**src/hw/rtl/hse_pkg.sv**
```systemverilog
// Shared types and constants of the heap sort engine.
`default_nettype none

package hse_pkg;

  localparam int unsigned DataW  = 32;
  localparam int unsigned TallyW = 12;
  localparam logic [TallyW-1:0] TallyMax = {TallyW{1'b1}};

  typedef enum logic [3:0] {
    S_LOAD,
    S_BSTART,
    S_TOPRD,
    S_XSTART,
    S_XRD0,
    S_XRD1,
    S_LD0,
    S_LD1,
    S_LD2,
    S_CMP,
    S_ERD,
    S_EOUT,
    S_EWAIT
  } state_e;

endpackage

`default_nettype wire

```
**src/hw/rtl/hse_store.sv**
```systemverilog
// Value store: one write port and one read port with registered read data.
`default_nettype none

module hse_store
  import hse_pkg::*;
#(
  parameter int unsigned Depth = 64,
  parameter int unsigned AddrW = $clog2(Depth)
) (
  input  wire              clk_i,
  input  wire              we_i,
  input  wire [AddrW-1:0]  waddr_i,
  input  wire [DataW-1:0]  wdata_i,
  input  wire [AddrW-1:0]  raddr_i,
  output logic [DataW-1:0] rdata_o
);

  logic [DataW-1:0] mem_q [Depth];

  always_ff @(posedge clk_i) begin
    if (we_i) begin
      mem_q[waddr_i] <= wdata_i;
    end
  end

  always_ff @(posedge clk_i) begin
    rdata_o <= mem_q[raddr_i];
  end

endmodule

`default_nettype wire

```
**src/hw/rtl/hse_ctrl.sv**
```systemverilog
// Sequencer of the heap sort engine: load, heap build, extraction and emit.
`default_nettype none

module hse_ctrl
  import hse_pkg::*;
#(
  parameter int unsigned MaxItems = 64,
  parameter int unsigned AddrW    = $clog2(MaxItems),
  parameter int unsigned CntW     = AddrW + 1
) (
  input  wire               clk_i,
  input  wire               rst_ni,
  input  wire               in_valid_i,
  output logic              in_ready_o,
  input  wire [DataW-1:0]   in_value_i,
  input  wire               in_last_i,
  output logic              out_valid_o,
  input  wire               out_ready_i,
  output logic [DataW-1:0]  out_value_o,
  output logic              out_last_o,
  output logic [TallyW-1:0] out_count_o,
  output logic              mem_we_o,
  output logic [AddrW-1:0]  mem_waddr_o,
  output logic [DataW-1:0]  mem_wdata_o,
  output logic [AddrW-1:0]  mem_raddr_o,
  input  wire [DataW-1:0]   mem_rdata_i
);

  localparam logic [CntW-1:0] MaxCnt = CntW'(MaxItems);
  localparam logic [CntW-1:0] One    = CntW'(1);

  state_e state_q, state_d;
  logic [CntW-1:0]   cnt_q, cnt_d;
  logic [CntW-1:0]   idx_q, idx_d;
  logic [CntW-1:0]   node_q, node_d;
  logic [CntW-1:0]   child_q, child_d;
  logic [CntW-1:0]   bot_q, bot_d;
  logic              build_q, build_d;
  logic [DataW-1:0]  nval_q, nval_d;
  logic [DataW-1:0]  ca_q, ca_d;
  logic [DataW-1:0]  big_q, big_d;
  logic [TallyW-1:0] tally_q, tally_d;
  logic [DataW-1:0]  odata_q, odata_d;
  logic              olast_q, olast_d;

  logic [DataW-1:0] cmp_a, cmp_b;
  logic             cmp_lt;
  logic             in_fire;
  logic [CntW-1:0]  top_idx;
  logic             sift_end;

  assign cmp_lt   = $signed(cmp_a) < $signed(cmp_b);
  assign in_fire  = in_valid_i && in_ready_o;
  assign top_idx  = idx_q - One;
  assign sift_end = (state_q == S_LD0 && child_q > bot_q) || (state_q == S_CMP && !cmp_lt);

  always_comb begin
    state_d = state_q;
    case (state_q)
      S_LOAD: begin
        if (in_valid_i && in_last_i) begin
          state_d = S_BSTART;
        end
      end
      S_BSTART: state_d = (idx_q == '0) ? S_XSTART : S_TOPRD;
      S_TOPRD:  state_d = S_LD0;
      S_XSTART: state_d = (idx_q == '0) ? S_ERD : S_XRD0;
      S_XRD0:   state_d = S_XRD1;
      S_XRD1:   state_d = S_LD0;
      S_LD0:    state_d = sift_end ? (build_q ? S_BSTART : S_XSTART) : S_LD1;
      S_LD1:    state_d = S_LD2;
      S_LD2:    state_d = S_CMP;
      S_CMP:    state_d = sift_end ? (build_q ? S_BSTART : S_XSTART) : S_LD0;
      S_ERD:    state_d = S_EOUT;
      S_EOUT:   state_d = S_EWAIT;
      S_EWAIT: begin
        if (out_ready_i) begin
          state_d = olast_q ? S_LOAD : S_ERD;
        end
      end
      default:  state_d = S_LOAD;
    endcase
  end

  always_comb begin
    cnt_d       = cnt_q;
    idx_d       = idx_q;
    node_d      = node_q;
    child_d     = child_q;
    bot_d       = bot_q;
    build_d     = build_q;
    nval_d      = nval_q;
    ca_d        = ca_q;
    big_d       = big_q;
    tally_d     = tally_q;
    odata_d     = odata_q;
    olast_d     = olast_q;
    cmp_a       = nval_q;
    cmp_b       = big_q;
    mem_we_o    = 1'b0;
    mem_waddr_o = node_q[AddrW-1:0];
    mem_wdata_o = nval_q;
    mem_raddr_o = child_q[AddrW-1:0];
    in_ready_o  = (state_q == S_LOAD);
    out_valid_o = (state_q == S_EWAIT);
    case (state_q)
      S_LOAD: begin
        mem_waddr_o = cnt_q[AddrW-1:0];
        mem_wdata_o = in_value_i;
        if (in_fire && cnt_q < MaxCnt) begin
          mem_we_o = 1'b1;
          cnt_d    = cnt_q + One;
        end
        if (in_fire && in_last_i) begin
          idx_d = cnt_d >> 1;
        end
      end
      S_BSTART: begin
        if (idx_q == '0) begin
          idx_d = cnt_q - One;
        end else begin
          mem_raddr_o = top_idx[AddrW-1:0];
          node_d      = top_idx;
          child_d     = {top_idx[AddrW-1:0], 1'b1};
          bot_d       = cnt_q - One;
          build_d     = 1'b1;
        end
      end
      S_TOPRD: begin
        nval_d = mem_rdata_i;
      end
      S_XSTART: begin
        mem_raddr_o = idx_q[AddrW-1:0];
      end
      S_XRD0: begin
        nval_d      = mem_rdata_i;
        mem_raddr_o = '0;
      end
      S_XRD1: begin
        mem_we_o    = 1'b1;
        mem_waddr_o = idx_q[AddrW-1:0];
        mem_wdata_o = mem_rdata_i;
        node_d      = '0;
        child_d     = One;
        bot_d       = idx_q - One;
        build_d     = 1'b0;
      end
      S_LD0: begin
        if (child_q > bot_q) begin
          mem_we_o = 1'b1;
          idx_d    = idx_q - One;
        end else if (tally_q != TallyMax) begin
          tally_d = tally_q + TallyW'(1);
        end
      end
      S_LD1: begin
        mem_raddr_o = child_q[AddrW-1:0] + AddrW'(1);
        ca_d        = mem_rdata_i;
      end
      S_LD2: begin
        cmp_a = ca_q;
        cmp_b = mem_rdata_i;
        if (child_q < bot_q && cmp_lt) begin
          big_d   = mem_rdata_i;
          child_d = child_q + One;
        end else begin
          big_d = ca_q;
        end
      end
      S_CMP: begin
        mem_we_o = 1'b1;
        if (cmp_lt) begin
          mem_wdata_o = big_q;
          node_d      = child_q;
          child_d     = {child_q[AddrW-1:0], 1'b1};
        end else begin
          idx_d = idx_q - One;
        end
      end
      S_ERD: begin
        mem_raddr_o = idx_q[AddrW-1:0];
      end
      S_EOUT: begin
        odata_d = mem_rdata_i;
        olast_d = (idx_q == cnt_q - One);
      end
      S_EWAIT: begin
        if (out_ready_i) begin
          if (olast_q) begin
            cnt_d   = '0;
            tally_d = '0;
          end else begin
            idx_d = idx_q + One;
          end
        end
      end
      default: begin
        mem_we_o = 1'b0;
      end
    endcase
  end

  always_ff @(posedge clk_i or negedge rst_ni) begin
    if (!rst_ni) begin
      state_q <= S_LOAD;
      cnt_q   <= '0;
      tally_q <= '0;
    end else begin
      state_q <= state_d;
      cnt_q   <= cnt_d;
      tally_q <= tally_d;
    end
  end

  always_ff @(posedge clk_i) begin
    idx_q   <= idx_d;
    node_q  <= node_d;
    child_q <= child_d;
    bot_q   <= bot_d;
    build_q <= build_d;
    nval_q  <= nval_d;
    ca_q    <= ca_d;
    big_q   <= big_d;
    odata_q <= odata_d;
    olast_q <= olast_d;
  end

  assign out_value_o = odata_q;
  assign out_last_o  = olast_q;
  assign out_count_o = tally_q;

endmodule

`default_nettype wire

```
**src/hw/rtl/heap_sort_engine_top.sv**
```systemverilog
// Loading: one input transaction per cycle; the block is not ready while it sorts or emits.
// Sorting: each sift-down pass runs LD0, LD1, LD2 and CMP; a heap-build node first reads
// its value (BSTART, TOPRD) and an extraction step moves the root to the end (XRD0, XRD1).
// Emit: each result is read (ERD), registered (EOUT) and held (EWAIT) until the sink is
// ready; after the last result the set restarts with loading.
// Reset clears the sequencer, item count and tally; the store is not cleared.
`default_nettype none

module heap_sort_engine_top
  import hse_pkg::*;
#(
  parameter int unsigned MAX_ITEMS = 64
) (
  input  wire         clk_i,
  input  wire         rst_ni,
  input  wire         s_axis_tvalid,
  output logic        s_axis_tready,
  input  wire  [31:0] s_axis_tdata,   // [31:0] value
  input  wire         s_axis_tlast,
  output logic        m_axis_tvalid,
  input  wire         m_axis_tready,
  output logic [47:0] m_axis_tdata,   // [31:0] sorted_value, [43:32] compare_count, zeros
  output logic        m_axis_tlast
);

  localparam int unsigned AddrW = $clog2(MAX_ITEMS);

  logic              mem_we;
  logic [AddrW-1:0]  mem_waddr;
  logic [DataW-1:0]  mem_wdata;
  logic [AddrW-1:0]  mem_raddr;
  logic [DataW-1:0]  mem_rdata;
  logic [DataW-1:0]  out_value;
  logic [TallyW-1:0] out_count;

  hse_store #(
    .Depth (MAX_ITEMS)
  ) u_store (
    .clk_i   (clk_i),
    .we_i    (mem_we),
    .waddr_i (mem_waddr),
    .wdata_i (mem_wdata),
    .raddr_i (mem_raddr),
    .rdata_o (mem_rdata)
  );

  hse_ctrl #(
    .MaxItems (MAX_ITEMS)
  ) u_ctrl (
    .clk_i       (clk_i),
    .rst_ni      (rst_ni),
    .in_valid_i  (s_axis_tvalid),
    .in_ready_o  (s_axis_tready),
    .in_value_i  (s_axis_tdata),
    .in_last_i   (s_axis_tlast),
    .out_valid_o (m_axis_tvalid),
    .out_ready_i (m_axis_tready),
    .out_value_o (out_value),
    .out_last_o  (m_axis_tlast),
    .out_count_o (out_count),
    .mem_we_o    (mem_we),
    .mem_waddr_o (mem_waddr),
    .mem_wdata_o (mem_wdata),
    .mem_raddr_o (mem_raddr),
    .mem_rdata_i (mem_rdata)
  );

  assign m_axis_tdata = {4'b0000, out_count, out_value};

  a_no_overlap: assert property (@(posedge clk_i) disable iff (!rst_ni)
    !(s_axis_tready && m_axis_tvalid))
    else $error("input ready while a result is presented");

  a_last_in_stops: assert property (@(posedge clk_i) disable iff (!rst_ni)
    (s_axis_tvalid && s_axis_tready && s_axis_tlast) |=> !s_axis_tready)
    else $error("ready held after the last input transaction");

  a_last_out_reopens: assert property (@(posedge clk_i) disable iff (!rst_ni)
    (m_axis_tvalid && m_axis_tready && m_axis_tlast) |=> s_axis_tready)
    else $error("not ready after the final result transaction");

endmodule

`default_nettype wire
```
**config.mk**
```make
export PLATFORM = sky130hd
export DESIGN_NAME = heap_sort_engine_top
export DESIGN_NICKNAME = d
export VERILOG_FILES = /design/src/hw/rtl/hse_pkg.sv /design/src/hw/rtl/hse_store.sv /design/src/hw/rtl/hse_ctrl.sv /design/src/hw/rtl/heap_sort_engine_top.sv
export SDC_FILE = /design/constraint.sdc
export NUM_CORES = 2
export LEC_CHECK = 0
export BUFFER_PORTS_ARGS = -buffer_cell sky130_fd_sc_hd__buf_2
export CORE_ASPECT_RATIO = 1.2
export CORE_MARGIN = 5
export CORE_UTILIZATION = 50
export CTS_BUF_LIST = sky130_fd_sc_hd__clkbuf_8
export DETAILED_ROUTE_END_ITERATION = 12
export PLACE_DENSITY = 0.68
export SLEW_MARGIN = 20
export SYNTH_ARGS = -nofsm -noshare
export SYNTH_HDL_FRONTEND = slang
export SYNTH_SLANG_ARGS = --single-unit
```
**constraint.sdc**
```tcl
create_clock -name clk_i -period 5.9 [get_ports clk_i]
set_input_delay 0.295 -clock clk_i [delete_from_list [all_inputs] [get_ports clk_i]]
set_output_delay 0.295 -clock clk_i [all_outputs]
set_load 0.05 [all_outputs]
```
Word level (Yosys, flattened, before mapping)
Memories as Yosys holds them, arrays and structs flattened. A register that Yosys moved wholly into a read port is not among the register bits. Cells that the tools add are included.

Add/subtract/negate cells: 7. Multiply operators: 0. Divide/modulo/power cells: 0. $lt $le $gt $ge: 4. Eq/ne operators: 28. Shifts and indexed selects: 0. Muxes and demuxes: 49. Bitwise logic cells: 0. Reductions and logical operators: 29.

Operators with widths (number): $mux W32 (4); $pmux W32 S3 (1); $mux W7 (13); $mux W12 (4); $pmux W4 S12 (1); $pmux W7 S5 (1); $lt A32 B32 Y1 (1); $pmux W7 S2 (2); $pmux W7 S4 (1); $pmux W12 S2 (1); $pmux W6 S4 (1); $add A7 B1 Y7 const B (3); $eq A4 B4 Y1 const B (5); $mux W4 (5); $mux W6 (3); $ne A2 B2 Y1 const B (9); $pmux W6 S3 (1); $eq A4 B3 Y1 const B (4); $sub A7 B1 Y7 const B (2); $add A12 B1 Y12 const B (1); $ne A12 B12 Y1 const B (1); $pmux W6 S2 (1); $ne A2 B1 Y1 const B (5); $eq A4 B2 Y1 const B (2); other kinds (26) (45).

Register bits after elaboration: 180. Latch bits: 0. Memory bits (writable): 2048. ROM bits: 0. Output and inout bits: 51. Word-level logic and storage cells: 132. Memories: 1.

Memories: u_store.mem_q (depth 64, width 32, rd ports 1, clocked after Yosys merged registers in 1, wr ports 1, line hse_store.sv:18) `logic [DataW-1:0] mem_q [Depth];`.

Depth between registers and ports, before layout
Depth after elaboration: 8. Mapped depth: 19. Gate-level depth less buffers: 14.

By module
Synthesis repeated with hierarchy kept, for this count alone.

Cells, all modules: 4203. Area, all modules: 88760.1 um^2.

Modules (own cells, without submodules): hse_store (instances 1, cells each 3324, area an instance 78515.3 um^2); hse_ctrl (instances 1, cells each 874, area an instance 10211.0 um^2); heap_sort_engine_top (instances 1, cells each 5, area an instance 33.8 um^2).

Worst setup path before layout
Ideal clock, no wire load.

Path kind: register to register. Start: register u_ctrl.state_q[0]. End: memory u_store.mem_q[0][10], data pin. Setup time: 0.366 ns. Arrival time: 5.380 ns. Data required time: 5.534 ns. Slack: 0.154 ns. Cell stages (with the launch flop): 16. Buffers on the path: 4. Period minus slack after synthesis: 5.746 ns. Cell sequence: dfrtp_1 -> buf_4 -> nor2_1 -> nand2_1 -> inv_2 -> clkbuf_1 -> clkbuf_1 -> mux2i_1 -> ha_1 -> nand4_1 -> nor3_1 -> a21oi_1 -> or4_1 -> o31ai_4 -> buf_2 -> a221o_1.

Cells in the longest elaborated chain, start to end: 5. Elaborated cells between the ends (all ways): 9.

Ends and longest elaborated chain: start: declaration (line hse_ctrl.sv:32) `state_e state_q, state_d;`; start signal: assignment (line hse_ctrl.sv:209) `state_q <= state_d;`; $eq A4 B4 Y1 (line hse_ctrl.sv:106) `case (state_q)`; $mux W32 (line hse_ctrl.sv:106); $lt A32 B32 Y1 (line hse_ctrl.sv:52) `assign cmp_lt = $signed(cmp_a) < $signed(cmp_b);`; $mux W32 (line hse_ctrl.sv:172) `if (cmp_lt) begin`; $pmux W32 S3 (*) (line hse_ctrl.sv:106); net mem_wdata[10] (line heap_sort_engine_top.sv:30) `logic [DataW-1:0] mem_wdata;`; end: declaration (line hse_store.sv:18).

The timed path passes the listed nets; every way through them passes the cells marked *.

Worst setup path in the final report
Start: register u_ctrl.idx_q[1]. End: register u_store.rdata_o[8] (read register of u_store.mem_q).

Cells in the longest elaborated chain, start to end: 3. Elaborated cells between the ends (all ways): 4.

Ends and longest elaborated chain: start: declaration (line hse_ctrl.sv:34) `logic [CntW-1:0] idx_q, idx_d;`; start signal: assignment (line hse_ctrl.sv:216) `idx_q <= idx_d;`; $sub A7 B1 Y7 / $logic_not A7 Y1 (equally long branches) (line hse_ctrl.sv:54, hse_ctrl.sv:119); $mux W6 (line hse_ctrl.sv:119) `if (idx_q == '0) begin`; $pmux W6 S4 (*) (line hse_ctrl.sv:106); end: declaration (line hse_store.sv:15) `output logic [DataW-1:0] rdata_o`.

Every way passes the cells marked *; elsewhere a longest branch is shown, timed or not. A chain may end at the register's enable or synchronous reset.

==> results_dict.tcl <==
set metrics [dict create \
    drt_iter0_markers 7930 \
    synth_compound_area_frac 0.0955 \
    synth_area_per_cell_um2 15.3 \
    hpwl_um 167000 \
    final_cell_mix "2,205 x edfxtp_1, 889 x nand2_1, 366 x clkbuf_8" \
    hold_class "input port to flip-flop" \
    tns_ns 0 \
    critPathCaptureType "flip-flop" \
    core-area_um2 182000 \
    synthMuxAreaShare 0.0505 \
    rsz0062_at_grt "no" \
    clk_pin_slew_worst_paths_ns 0.07 \
    cap_violations 0 \
    critPathArrivalTime_ns 6.71 \
    nFillCells 14100 \
    synthAdderAreaFrac 0.00602 \
    maxSlewHeadroom 0.236 \
    drc 0 \
    fin_nets 6440 \
    crit-reg2reg-launch "u_ctrl.idx_q[1]" \
    drtPass1Iterations 8 \
    grt_max_degree 129 \
    layout_min_cycle_time_ns 5.77 \
    worst_slew_pin_slew_ns 1.15 \
    yosysSeqAreaShare 0.737 \
    slew_violations 0 \
    die_height_um 479 \
    cp.required_ns 6.84 \
    antenna_found_initial 12 \
    status "completed" \
    r2r-end "u_store.rdata_o[8]" \
    cts_buffers 345 \
    setup_violations 0 \
    ys_seq_elements 2260 \
    grt.total_usage 0.284 \
    die_w_um 401 \
    synth-simple-area-share 0.0847 \
    worstSetupEndpoint "u_store.rdata_o[8]" \
    netlist-cell-type-count 87 \
    die-area_um2 192000 \
    drive_above_1_share 0.181 \
    max_clock_freq_mhz 173 \
    grt_pass1_wl_um 399000 \
    post-route-period-util 0.978 \
    gr-total-overflow 0 \
    clock-sinks 2260 \
    rr_worst_depth 15 \
    final_common_cell "edfxtp_1" \
    synth_edf_count 2205 \
    crit_fanout 44 \
    synthCells 5976 \
    synth_xor_area_frac 0.00287 \
    cts_root_buf "clkbuf_8" \
    avgViaCountPerCell 6.49 \
    cts_buffer_depth 4 \
    wl_per_cell_um 30.9 \
    vias 58800 \
    ys.flop_type "edfxtp_1" \
    synthToLayoutAreaGrowth_pct 13.2 \
    yosysWarnings 0 \
    rows 172 \
    hold_viol 0 \
    reg2reg_slack_ns 0.13 \
    clkLatencyLatePin_ns 1.05 \
    crit_type "flip-flop to flip-flop" \
    cts_tree "built" \
    start_util 0.501 \
    cp-startpoint "u_ctrl.idx_q[1]" \
    synth_top_family_by_area "compound AO/OA/AOI/OAI gates" \
    io_pins 88 \
    drt.antenna.violating_nets 0 \
    drt_wl_total_um 279000 \
    htreeDepth 5 \
    synth-async-reset-ratio 0.0102 \
    grt_pass1_vias 57200 \
    finalClockSkew_ns 0.0681 \
    io_buffer_count 83 \
    synth_area_um2 91500 \
    critPathLaunchType "flip-flop" \
    gp_congestion 0.939 \
]
[Yosys cell counts, types with 23 or more instances]
| cell | count | area (um^2) |
|---|---|---|
| a211oi_1 | 242 | 1820 |
| buf_2 | 160 | 801 |
| nand4_1 | 27 | 169 |
| nand3_1 | 237 | 1190 |
| a22o_1 | 36 | 315 |
| nor4_1 | 44 | 275 |
| edfxtp_1 | 2205 | 66200 |
| a31oi_1 | 90 | 563 |
| and3_1 | 79 | 494 |
| mux4_2 | 123 | 2770 |
| o22ai_1 | 31 | 194 |
| a22oi_1 | 74 | 556 |
| dfrtp_1 | 23 | 576 |
| clkbuf_1 | 173 | 649 |
| dfxtp_1 | 32 | 641 |
| and2_1 | 166 | 1040 |
| inv_1 | 26 | 97.6 |
| a21oi_1 | 288 | 1440 |
| o21ai_0 | 48 | 240 |
| buf_4 | 34 | 255 |
| nor2_1 | 139 | 522 |
| a221o_1 | 38 | 380 |
| mux2_2 | 63 | 709 |
| a221oi_1 | 195 | 1710 |
| nand2_1 | 890 | 3340 |
| buf_1 | 27 | 101 |
| or4_1 | 37 | 278 |
| a32oi_1 | 23 | 201 |
| ha_1 | 44 | 551 |
| mux2i_1 | 114 | 1140 |
[worst min path at each step]
stage / end / depth (start not counted) / start / slack, ns
after floorplan: u_ctrl.cnt_q[0] / 0 / rst_ni / -0.0006
after global placement: u_ctrl.out_count_o[6] / 1 / rst_ni / 0.31
after detailed placement: u_ctrl.out_count_o[6] / 1 / rst_ni / 0.30
after CTS: u_store.mem_q[28][22] / 4 / s_axis_tdata[22] / 0.006
after global routing: u_store.mem_q[24][9] / 4 / s_axis_tdata[9] / 0.08
final: u_store.mem_q[27][7] / 4 / s_axis_tdata[7] / 0.09
[area by class of cell]
type,count,area [um^2],share of cell area
Antenna cell,5,12.5,0.000121
Clock buffer,366,5040,0.0486
Clock inverter,229,1080,0.0104
Inverter,28,108,0.00104
Multi-Input combinational cell,3275,22700,0.219
Sequential cell,2260,67400,0.651
Tap cell,2436,3050,0.0294
Timing Repair Buffer,449,4190,0.0404
[state kept, by name, indices dropped and copies added (netlist names), 4 cells and up]
name,cells
u_ctrl.bot_q,7
u_ctrl.out_count_o,12
u_ctrl.state_q,4
u_ctrl.idx_q,7
u_ctrl.ca_q,32
u_ctrl.child_q,7
u_ctrl.big_q,32
u_store.mem_q,2048
u_ctrl.node_q,6
u_ctrl.cnt_q,7
u_ctrl.out_value_o,32
u_ctrl.nval_q,32
u_store.rdata_o,32
[routing by layer]
metal / track usage / routed length, um / up-vias
li1: - / - / 24300
met1: 0.353 / 97400 / 29600
met2: 0.461 / 134000 / 4111
met3: 0.0613 / 30200 / 704
met4: 0.167 / 18000 / 4
met5: 0 / 27 / -
[logic make-up (layout without fill, tap and decap cells)]
group / count (synthesis) / count (layout)
and+or+nand+nor: 1682 / 1682
muxes: 300 / 300
xor gates and xnor gates: 30 / 30
AOI/OAI and AO/OA: 1215 / 1215
adders and majority gates: 44 / 44
other: 1 / 9
DFF: 2260 / 2260
buffers and inverters: 444 / 1072
[through the flow]
step / hold WS [ns] / utilization / area [um^2] / setup slack (ns) / std cells
floorplan: -0.000591 / - / 91500 / 0.154 / 5979
finish: 0.0898 / 0.568 / 104000 / 0.131 / 9048
global placement: 0.311 / 0.533 / 97300 / 0.0919 / 8434
global route: 0.0786 / 0.568 / 104000 / 0.0371 / 9044
detailed placement: 0.302 / 0.533 / 97300 / 0.0399 / 8435
CTS: 0.00641 / 0.568 / 104000 / 0.252 / 9042
[critical path, cell delays in order (launching register included)]
cell      delay [ns]
edfxtp_1        0.57
inv_1           0.11
ha_1            0.32
nor4b_4         0.34
nand3_1         0.25
o22ai_4         0.66
a21o_4          0.57
buf_12          0.30
buf_12          0.26
buf_4           0.23
a221oi_1        0.10
a211oi_1        0.30
nor4_1          0.10
buf_4           0.21
o21ai_0         0.87
o211a_1         0.38
[repair_timing]
item,4_1_cts,5_1_grt
hold buffers,12,1
gates resized for setup,1,0
endpoints found under the hold margin,125,23
buffers inserted,0,0
setup endpoints to repair,1,0
Power is not shown: default switching activity piles up to over one toggle a cycle in this logic, so the estimate is an artifact.
